File: config.mk
export PLATFORM = sky130hd
export DESIGN_NAME = symbol_stuffing_codec_crc8
export DESIGN_NICKNAME = d
export VERILOG_FILES = /design/src/scc_pkg.sv /design/src/scc_step.sv /design/src/scc_obuf.sv /design/src/symbol_stuffing_codec_crc8.sv
export SDC_FILE = /design/constraint.sdc
export NUM_CORES = 1
export LEC_CHECK = 0
export BUFFER_PORTS_ARGS = -buffer_cell sky130_fd_sc_hd__buf_4
export CAP_MARGIN = 20
export CORE_UTILIZATION = 28
export DETAILED_ROUTE_END_ITERATION = 10
export GPL_ROUTABILITY_DRIVEN = 0
export PLACE_DENSITY = 0.45
export SKIP_LAST_GASP = 1
export SYNTH_ARGS = -nofsm -noshare
export SYNTH_HDL_FRONTEND = slang
export SYNTH_SLANG_ARGS = --single-unit
File: constraint.sdc
create_clock -name clk_i -period 2.2 [get_ports clk_i]
set_input_delay 0.22 -clock clk_i [delete_from_list [all_inputs] [get_ports clk_i]]
set_output_delay 0.22 -clock clk_i [all_outputs]
set_load 0.03 [all_outputs]
File: src/scc_pkg.sv
// ----------------------------------------------------------------------------
// scc_pkg: shared types and constants of the byte stuffing codec
// Symbol codes, the result record and the CRC-8 next-state function.
// ----------------------------------------------------------------------------
`default_nettype none

package scc_pkg;

  // stuffing symbols
  localparam logic [7:0] SymEsc    = 8'hA9;
  localparam logic [7:0] SymSyn    = 8'hAA;
  localparam logic [7:0] SymEscSyn = 8'h01;
  localparam logic [7:0] SymEscEsc = 8'h00;

  // crc-8 generator polynomial
  localparam logic [7:0] CrcPoly = 8'h9B;

  // number of results produced by one item
  localparam logic [1:0] CountNone = 2'd0;
  localparam logic [1:0] CountOne  = 2'd1;
  localparam logic [1:0] CountTwo  = 2'd2;

  // one result byte
  typedef struct packed {
    logic [7:0] out_byte;
    logic [7:0] running_crc;
    logic       is_last;
  } scc_res_t;

  // the results of one item, first result in r0
  typedef struct packed {
    logic [1:0] count;
    scc_res_t   r0;
    scc_res_t   r1;
  } scc_pair_t;

  // crc advanced by eight zero bits (linear in crc, a small xor matrix)
  function automatic logic [7:0] crc_shift8(input logic [7:0] crc);
    logic [7:0] c;
    c = crc;
    for (int i = 0; i < 8; i++) begin
      if (c[7]) begin
        c = {c[6:0], 1'b0} ^ CrcPoly;
      end else begin
        c = {c[6:0], 1'b0};
      end
    end
    return c;
  endfunction

  // crc after one more byte: the data bits shift in at the bottom
  function automatic logic [7:0] crc_next(input logic [7:0] crc, input logic [7:0] b);
    return crc_shift8(crc) ^ b;
  endfunction

endpackage

`default_nettype wire

File: src/scc_step.sv
// ----------------------------------------------------------------------------
// scc_step: per-item stuffing logic and sequence state
// Turns one registered input byte into zero, one or two result bytes and
// keeps the running crc and the pending escape flag.
// ----------------------------------------------------------------------------
`default_nettype none

module scc_step (
  input  wire logic              clk_i,
  input  wire logic              rst_ni,
  input  wire logic              mode_i,      // 1: unstuff, 0: stuff
  input  wire logic              clear_i,     // config write restarts the sequence
  input  wire logic              advance_i,   // current item is taken this cycle
  input  wire logic [7:0]        in_byte_i,
  input  wire logic              in_last_i,
  output scc_pkg::scc_pair_t     pair_o
);

  logic [7:0] crc_q, crc_d;
  logic       esc_q, esc_d;

  logic [7:0] crc_b;
  logic [7:0] crc_e1;
  logic [7:0] crc_e2;
  logic [7:0] second;
  logic [7:0] acc_new;
  logic       esc_new;

  // crc candidates
  always_comb begin
    crc_b  = scc_pkg::crc_next(crc_q, in_byte_i);
    crc_e1 = scc_pkg::crc_next(crc_q, scc_pkg::SymEsc);
    second = (in_byte_i == scc_pkg::SymSyn) ? scc_pkg::SymEscSyn : scc_pkg::SymEscEsc;
    crc_e2 = scc_pkg::crc_next(crc_e1, second);
  end

  // result selection
  always_comb begin
    pair_o  = '0;
    acc_new = crc_b;
    esc_new = 1'b0;
    if (!mode_i) begin
      if (in_byte_i == scc_pkg::SymSyn || in_byte_i == scc_pkg::SymEsc) begin
        pair_o.count = scc_pkg::CountTwo;
        pair_o.r0    = '{out_byte: scc_pkg::SymEsc, running_crc: crc_e1, is_last: 1'b0};
        pair_o.r1    = '{out_byte: second, running_crc: crc_e2, is_last: in_last_i};
        acc_new      = crc_e2;
      end else begin
        pair_o.count = scc_pkg::CountOne;
        pair_o.r0    = '{out_byte: in_byte_i, running_crc: crc_b, is_last: in_last_i};
      end
    end else if (esc_q) begin
      if (in_byte_i == scc_pkg::SymEscSyn) begin
        pair_o.count = scc_pkg::CountOne;
        pair_o.r0    = '{out_byte: scc_pkg::SymSyn, running_crc: crc_b, is_last: in_last_i};
      end else if (in_byte_i == scc_pkg::SymEscEsc) begin
        pair_o.count = scc_pkg::CountOne;
        pair_o.r0    = '{out_byte: scc_pkg::SymEsc, running_crc: crc_b, is_last: in_last_i};
      end else begin
        // escape followed by an ordinary byte: both pass unchanged
        pair_o.count = scc_pkg::CountTwo;
        pair_o.r0    = '{out_byte: scc_pkg::SymEsc, running_crc: crc_q, is_last: 1'b0};
        pair_o.r1    = '{out_byte: in_byte_i, running_crc: crc_b, is_last: in_last_i};
      end
    end else if (in_byte_i == scc_pkg::SymEsc && !in_last_i) begin
      // hold the escape back until the next byte
      pair_o.count = scc_pkg::CountNone;
      esc_new      = 1'b1;
    end else begin
      pair_o.count = scc_pkg::CountOne;
      pair_o.r0    = '{out_byte: in_byte_i, running_crc: crc_b, is_last: in_last_i};
    end
  end

  // next state
  always_comb begin
    crc_d = crc_q;
    esc_d = esc_q;
    if (clear_i) begin
      crc_d = '0;
      esc_d = 1'b0;
    end else if (advance_i) begin
      crc_d = in_last_i ? 8'h00 : acc_new;
      esc_d = in_last_i ? 1'b0 : esc_new;
    end
  end

  // sequence state
  always_ff @(posedge clk_i or negedge rst_ni) begin
    if (!rst_ni) begin
      crc_q <= '0;
      esc_q <= 1'b0;
    end else begin
      crc_q <= crc_d;
      esc_q <= esc_d;
    end
  end

  // a held escape only exists in unstuff mode
  a_esc_mode: assert property (@(posedge clk_i) disable iff (!rst_ni)
    esc_q |-> mode_i)
    else $error("escape pending in stuff mode");

  // an item without result only in unstuff mode
  a_none_mode: assert property (@(posedge clk_i) disable iff (!rst_ni)
    advance_i && pair_o.count == scc_pkg::CountNone |-> mode_i && !in_last_i)
    else $error("item dropped outside escape hold");

  // the final byte restarts the sequence
  a_last_clear: assert property (@(posedge clk_i) disable iff (!rst_ni)
    advance_i && in_last_i |=> crc_q == 8'h00 && !esc_q)
    else $error("state not cleared after final byte");

endmodule

`default_nettype wire

File: src/scc_obuf.sv
// ----------------------------------------------------------------------------
// scc_obuf: two-entry output buffer
// Takes the results of one item at once and hands them out one per cycle while out_ready_i is high.
// ----------------------------------------------------------------------------
`default_nettype none

module scc_obuf (
  input  wire logic                 clk_i,
  input  wire logic                 rst_ni,
  input  wire logic                 load_i,
  input  wire scc_pkg::scc_pair_t   pair_i,
  output logic                      can_load_o,
  output logic                      out_valid_o,
  input  wire logic                 out_ready_i,
  output scc_pkg::scc_res_t         out_res_o
);

  logic              v0_q, v0_d;
  logic              v1_q, v1_d;
  scc_pkg::scc_res_t s0_q, s0_d;
  scc_pkg::scc_res_t s1_q, s1_d;
  logic              pop;

  assign pop         = v0_q && out_ready_i;
  assign can_load_o  = !v0_q || (pop && !v1_q);
  assign out_valid_o = v0_q;
  assign out_res_o   = s0_q;

  // slot update: load replaces, pop shifts down
  always_comb begin
    v0_d = v0_q;
    v1_d = v1_q;
    s0_d = s0_q;
    s1_d = s1_q;
    if (load_i) begin
      v0_d = (pair_i.count != scc_pkg::CountNone);
      v1_d = (pair_i.count == scc_pkg::CountTwo);
      s0_d = pair_i.r0;
      s1_d = pair_i.r1;
    end else if (pop) begin
      v0_d = v1_q;
      v1_d = 1'b0;
      s0_d = s1_q;
    end
  end

  // valid flags
  always_ff @(posedge clk_i or negedge rst_ni) begin
    if (!rst_ni) begin
      v0_q <= 1'b0;
      v1_q <= 1'b0;
    end else begin
      v0_q <= v0_d;
      v1_q <= v1_d;
    end
  end

  // payload
  always_ff @(posedge clk_i) begin
    s0_q <= s0_d;
    s1_q <= s1_d;
  end

  // second slot never holds data alone
  a_order: assert property (@(posedge clk_i) disable iff (!rst_ni)
    v1_q |-> v0_q)
    else $error("second slot valid without first");

  // a load never overwrites results still waiting
  a_no_overrun: assert property (@(posedge clk_i) disable iff (!rst_ni)
    load_i |-> can_load_o && pair_i.count != 2'd3)
    else $error("output buffer overrun");

endmodule

`default_nettype wire

File: src/symbol_stuffing_codec_crc8.sv
// ----------------------------------------------------------------------------
// symbol_stuffing_codec_crc8: byte stuffing codec with running crc-8
// Stuffs or unstuffs a byte stream and tags each result byte with the crc
// over the stuffed form.
// ----------------------------------------------------------------------------
//
//  channel  | direction | handshake          | payload
//  ---------+-----------+--------------------+-----------------------------------
//  s_axis   | in        | tvalid / tready    | tdata[7:0] in_byte, tlast end
//  m_axis   | out       | tvalid / tready    | tdata[7:0] out_byte, [15:8] crc,
//           |           |                    | tlast is_last
//  cfg      | in        | cfg_valid/cfg_ready| cfg_data_i input_is_stuffed
//
//  an accepted byte waits in the input register, then its results load
//  the two-entry output buffer; results leave one per cycle unless stalled.
//  one result per item sustains one item per cycle unless stalled; with two
//  results the next item waits for the single output port of the buffer.
//  reset clears mode (stuff), crc, pending escape and all valid flags.
//  a stalled output holds the buffer, which then holds the input register.
// ----------------------------------------------------------------------------
`default_nettype none

module symbol_stuffing_codec_crc8 (
  input  wire logic        clk_i,
  input  wire logic        rst_ni,
  // input stream
  input  wire logic        s_axis_tvalid,
  output logic             s_axis_tready,
  input  wire logic [7:0]  s_axis_tdata,   // [7:0] in_byte
  input  wire logic        s_axis_tlast,
  // output stream
  output logic             m_axis_tvalid,
  input  wire logic        m_axis_tready,
  output logic [15:0]      m_axis_tdata,   // [7:0] out_byte, [15:8] running_crc
  output logic             m_axis_tlast,
  // configuration
  input  wire logic        cfg_valid_i,
  output logic             cfg_ready_o,
  input  wire logic        cfg_data_i      // input_is_stuffed
);

  logic               mode_q;
  logic               cfg_wr;
  logic               in_valid_q;
  logic [7:0]         in_byte_q;
  logic               in_last_q;
  logic               can_load;
  logic               advance;
  scc_pkg::scc_pair_t pair;
  scc_pkg::scc_res_t  res;

  // configuration register
  assign cfg_ready_o = 1'b1;
  assign cfg_wr      = cfg_valid_i && cfg_ready_o;

  always_ff @(posedge clk_i or negedge rst_ni) begin
    if (!rst_ni) begin
      mode_q <= 1'b0;
    end else if (cfg_wr) begin
      mode_q <= cfg_data_i;
    end
  end

  // input register
  assign advance       = in_valid_q && can_load;
  assign s_axis_tready = !in_valid_q || advance;

  always_ff @(posedge clk_i or negedge rst_ni) begin
    if (!rst_ni) begin
      in_valid_q <= 1'b0;
    end else if (s_axis_tvalid && s_axis_tready) begin
      in_valid_q <= 1'b1;
    end else if (advance) begin
      in_valid_q <= 1'b0;
    end
  end

  always_ff @(posedge clk_i) begin
    if (s_axis_tvalid && s_axis_tready) begin
      in_byte_q <= s_axis_tdata;
      in_last_q <= s_axis_tlast;
    end
  end

  // stuffing logic
  scc_step u_step (
    .clk_i     (clk_i),
    .rst_ni    (rst_ni),
    .mode_i    (mode_q),
    .clear_i   (cfg_wr),
    .advance_i (advance),
    .in_byte_i (in_byte_q),
    .in_last_i (in_last_q),
    .pair_o    (pair)
  );

  // output buffer
  scc_obuf u_obuf (
    .clk_i       (clk_i),
    .rst_ni      (rst_ni),
    .load_i      (advance),
    .pair_i      (pair),
    .can_load_o  (can_load),
    .out_valid_o (m_axis_tvalid),
    .out_ready_i (m_axis_tready),
    .out_res_o   (res)
  );

  assign m_axis_tdata = {res.running_crc, res.out_byte};
  assign m_axis_tlast = res.is_last;

endmodule

`default_nettype wire

## Word-level counts from Yosys, hierarchy flattened

Cells that the tools add are included.

- Input bits: 15
- Output and inout bits: 20
- Register bits after elaboration: 56

- Bitwise operators: 19
- Multiplexer cells: 47
- Reduce and logical (&&, ||, !) cells: 17
- Equality and inequality tests: 4

Operators with widths:

| kind | count |
|---|---|
| two-way mux 8 bit | 21 |
| two-way mux 17 bit | 7 |
| inverter 5 bit | 16 |
| two-way mux 19 bit | 4 |
| two-way mux 36 bit | 1 |
| equality test 8 bit, second input constant | 2 |
| bitwise XOR 8 bit | 2 |
| two-way mux 1 bit | 14 |
| equality test 8 x 1 -> 1 bit, second input constant | 1 |
| logical NOT 8 bit | 1 |
| nonzero test 2 bit | 4 |
| logical AND 1 bit | 5 |
| logical NOT 1 bit | 4 |
| inverter 4 bit | 1 |
| logical OR 1 bit | 3 |
| equality test 2 bit, second input constant | 1 |

## Logic depth before layout (Yosys ltp)

- Depth in word-level cells: 39
- Gate-level depth with buffers: 8

## By module

A second synthesis with hierarchy kept.

- Cells, all modules: 280
- Area, all modules: 3399.5 sq um

By module, submodules not included:

| module | area an instance (sq um) | times used | cells each | seq. area each (sq um) |
|---|---|---|---|---|
| scc_step | 1614.0 | 1 | 198 | 225.2 |
| scc_obuf | 1403.8 | 1 | 64 | 1071.0 |
| symbol_stuffing_codec_crc8 | 381.6 | 1 | 18 | 320.3 |

## Least setup slack after synthesis

No wires, ideal clock.

- Kind: register -> register
- Start: register in_byte_q[2]
- End: register u_obuf.s0_q (netlist bit u_obuf.out_res_o[6]), data pin
- Stages on the path, launching flop included: 8
- Data required time: 1934 ps
- Arrival: 1997 ps
- Library setup time: 266 ps
- Path buffers: 2
- Path slack: -63 ps
- Path through: edfxtp_1 > or3_1 > buf_6 > or4_1 > clkbuf_1 > and3_1 > a21oi_1 > o21ai_1

RTL lines:

| item | RTL line | source |
|---|---|---|
| from (decl) | symbol_stuffing_codec_crc8.sv:45 | `logic [7:0] in_byte_q;` |
| from (signal assigned) | symbol_stuffing_codec_crc8.sv:80 | `in_byte_q <= s_axis_tdata;` |
| to (signal assigned) | scc_obuf.sv:60 | `s0_q <= s0_d;` |
| to (decl) | scc_obuf.sv:20 | `scc_pkg::scc_res_t s0_q, s0_d;` |

## Worst setup path in the final report

- Start: register in_byte_q[6]
- End: register u_step.crc_q[6]

- Word-level cells in the longest chain between the ends: 7

Ends and longest elaborated chain:

| item | RTL line | source |
|---|---|---|
| equality test 8 bit | scc_step.sv:43 | `if (in_byte_i == scc_pkg::SymSyn \|\| in_byte_i == scc_pkg::SymEsc) begin` |
| logical OR 1 bit | scc_step.sv:43 |  |
| two-way mux 8 bit | scc_step.sv:43 |  |
| two-way mux 8 bit * | scc_step.sv:42 | `if (!mode_i) begin` |
| two-way mux 8 bit * | scc_step.sv:83 | `crc_d = in_last_i ? 8'h00 : acc_new;` |
| two-way mux 8 bit * | scc_step.sv:82 | `end else if (advance_i) begin` |
| two-way mux 8 bit * | scc_step.sv:79 | `if (clear_i) begin` |
| to (signal assigned) | scc_step.sv:94 | `crc_q <= crc_d;` |
| to (decl) | scc_step.sv:19 | `logic [7:0] crc_q, crc_d;` |

Mark *: on every way between the ends. The rest lies on a longest branch, timed or not. The select of a mux whose other input is x is not followed.
A chain may end at the register's enable or synchronous reset.

==> results.ini <==
[die]
die_y_um=107
io_pins=35
rows=38
die_w_um=107
die_area_um2=11500
start_util=0.287
core_um2=10800

[synth]
yosysSeqAreaShare=0.523
synth_ff_type=edfxtp_1
netlist_top_cells_count=edfxtp_1 (43), nand2_1 (23), a21oi_1 (21), xnor2_1 (21), clkbuf_1 (20)
yosysWarnings=0
syn_nets=295
syn_area_um2=3090
synth_edf_count=43
synth_cell_type_count=54
yosysTopAreaCell=edfxtp_1
syn_avg_cell_area_um2=11.0
synth_top_area_frac=0.417
synth_seq_cells=56
synth_area_leaders=edfxtp_1 (42%), dfrtp_1 (11%), xnor2_1 (5.9%)
async_flop_share=0.232
synth.most_common_cell=edfxtp_1
synth_cells=280

[setup_path]
critPathKind=reg2reg
worstPathArrival_ns=2.40
critPathSlowestCell=or3_4
r2r-start=in_byte_q[6]
path_delay_family=simple AND/OR/NAND/NOR gates
worstPathRequired_ns=2.45
max_stage_delay_ns=0.43
worstPathCellList=or3_4, buf_4, o41ai_4, xnor2_2, or4_1, a31oi_1
reg2reg_slack_ns=0.06
end_kind=register
start_kind=register
cp-startpoint=in_byte_q[6]
cp_max_fo=4
crit_buf_inv=1

[power_and_ir_drop]
leakagePower_nw=1.58
vdd_drop_max_v=0.000243
powerDensity_nw_per_um2=739

[run_status]
status=finished, final reports clean

[drt]
drc=0
drt-pass1-iter-count=4
wl_per_cell_um=16.5
vias=2363
avgViaCountPerCell=4.86
drt_iter0_markers=123
ant_nets=0
wl_um=8010

[timing]
maxSlewHeadroom=0.591
holdWs_ns=0.0591
fin_crit_ns=2.14
worst_pin_slew_ns=0.611
finalMaxSlewViolations=0
finalHoldViolations=0
fin_crit_sh=0.975
setup_viol=0
rsz0062_at_grt=yes
clock_skew_ns=0.00829
max_freq_ghz=0.466

[finish]
n_antenna_cell=0
seq_area_um2=1620
area_growth_pct=27.5
layout.cells.non_filler=486
drive_gt1_frac=0.312
nets=360
fillCellCount=1080
multiInputGateArea_um2=1380

[hold_path]
min_path_type=in2reg
min_from=s_axis_tdata[0]

[placement]
portBuffers=33
placedCellCount=473
dpl.hpwl_um=5780

[clock_network]
cts_buffer_depth=2
path_clk_slew_ns=0.11
cts_tree=built
clk_latency_ns=0.33
root_buffer=clkbuf_8
clkSinkCount=56
cts_buffers=5
h-tree-depth=2

[global_route]
grt_pass1_wl_um=12700
antenna_found_initial=0
grtUsageTotal=0.148
grt_pass1_vias=2268
grt-ovfl-total=0
grt_start_max_net_pins=38

[job]
maxCapViolCount=0

==> repair_timing <==
action / 4_1_cts / 5_1_grt
buffers inserted: 0 / 4
endpoints found under the hold margin: 13 / 0
resized for setup: 2 / 4
pin swaps: 0 / 3
hold buffers: 1 / 0
setup endpoints to repair: 5 / 12
==> cells by family after synthesis <==
| kind of cell | Yosys count | synth area share |
|---|---|---|
| muxes | 3 | 0.0101 |
| other | 1 | 0.00121 |
| and+or+nand+nor | 74 | 0.127 |
| buffers and inverters | 34 | 0.0506 |
| xor gates and xnor gates | 38 | 0.131 |
| DFF | 56 | 0.523 |
| AOI/OAI and AO/OA | 74 | 0.157 |
==> path summary, 6_finish.rpt <==
kind                                    to  depth (start not counted)
max                        u_step.crc_q[6]                          6
min                           in_byte_q[0]                          1
max reg2reg                u_step.crc_q[6]                          6
min reg2reg                    u_obuf.v1_q                          2
max in group asynchronous  u_step.crc_q[0]                          2
min in group asynchronous     u_step.esc_q                          2
==> layer usage <==
metal / GRT usage / wire, um
met1: 0.210 / 4010
met5: 0 / 0
met3: 0.0243 / 299
met2: 0.232 / 3610
met4: 0.0411 / 92
==> through the flow <==
stage / util / TNS (ns) / instance area (um2) / setup slack [ns] / power (mW)
after floorplan: - / -0.0398 / 3120 / -0.0226 / 1.97
after global placement: 0.350 / 0 / 3780 / 0.0203 / 2.32
after detailed placement: 0.350 / -0.00263 / 3780 / -0.00263 / 2.32
after CTS: 0.360 / -0.00315 / 3890 / -0.00315 / 2.92
after global routing: 0.365 / -0.117 / 3940 / -0.0315 / 3.06
final: 0.365 / 0 / 3940 / 0.0557 / 2.91
==> where the power goes <==
group	total, mW	internal [mW]	switching (mW)
sequential	1.32	1.26	0.0556
clock	0.601	0.228	0.373
combinational	0.995	0.446	0.549
total	2.91	1.94	0.977
==> registers in the layout, summed over array words and instances (netlist names) <==
signal / cells
u_obuf.s1_q: 17
in_valid_q: 1
in_last_q: 1
mode_q: 1
u_step.crc_q: 8
u_obuf.v1_q: 1
u_step.esc_q: 1
u_obuf.out_res_o: 17
in_byte_q: 8
u_obuf.out_valid_o: 1
==> worst reg2reg max path: cells and delay by family (launching register included) <==
family / cells / cell delay, ns
buf+inv: 1 / 0.17
compound gates: 2 / 0.54
xor+xnor: 1 / 0.12
flops: 1 / 0.40
simple gates: 2 / 0.84
==> final cells by class <==
type                       instances  share of cell area
clock buffer                       6              0.0184
inverter                           8             0.00761
sequential                        56               0.410
timing repair buffer              84               0.167
clock inverter                     2             0.00412
multi-input combinational        190               0.349
tap                              140              0.0444
==> cell usage in the layout (no fill, tap or decap), drive strengths merged, types with 2 or more instances in the layout <==
master / Yosys / final
a31oi: 3 / 3
nand2: 23 / 23
a22o: 6 / 6
or3: 3 / 3
and3: 7 / 7
inv: 8 / 8
o21ai: 16 / 16
mux2i: 2 / 2
a21oi: 21 / 21
nor2b: 3 / 3
nor2: 14 / 14
a21o: 2 / 2
nor4: 2 / 2
nand2b: 2 / 2
xor2: 11 / 11
nand3: 4 / 4
o22ai: 3 / 3
dfrtp: 13 / 13
edfxtp: 43 / 43
nand3b: 5 / 5
clkbuf: 20 / 6
xnor2: 23 / 23
buf: 6 / 83
a221oi: 3 / 3
o21a: 4 / 4
or4: 3 / 3
o221ai: 2 / 2
nor3: 4 / 4
a211oi: 2 / 2
o31ai: 3 / 3
o41ai: 2 / 2
xnor3: 3 / 3
(Power assumes the default switching activity.)
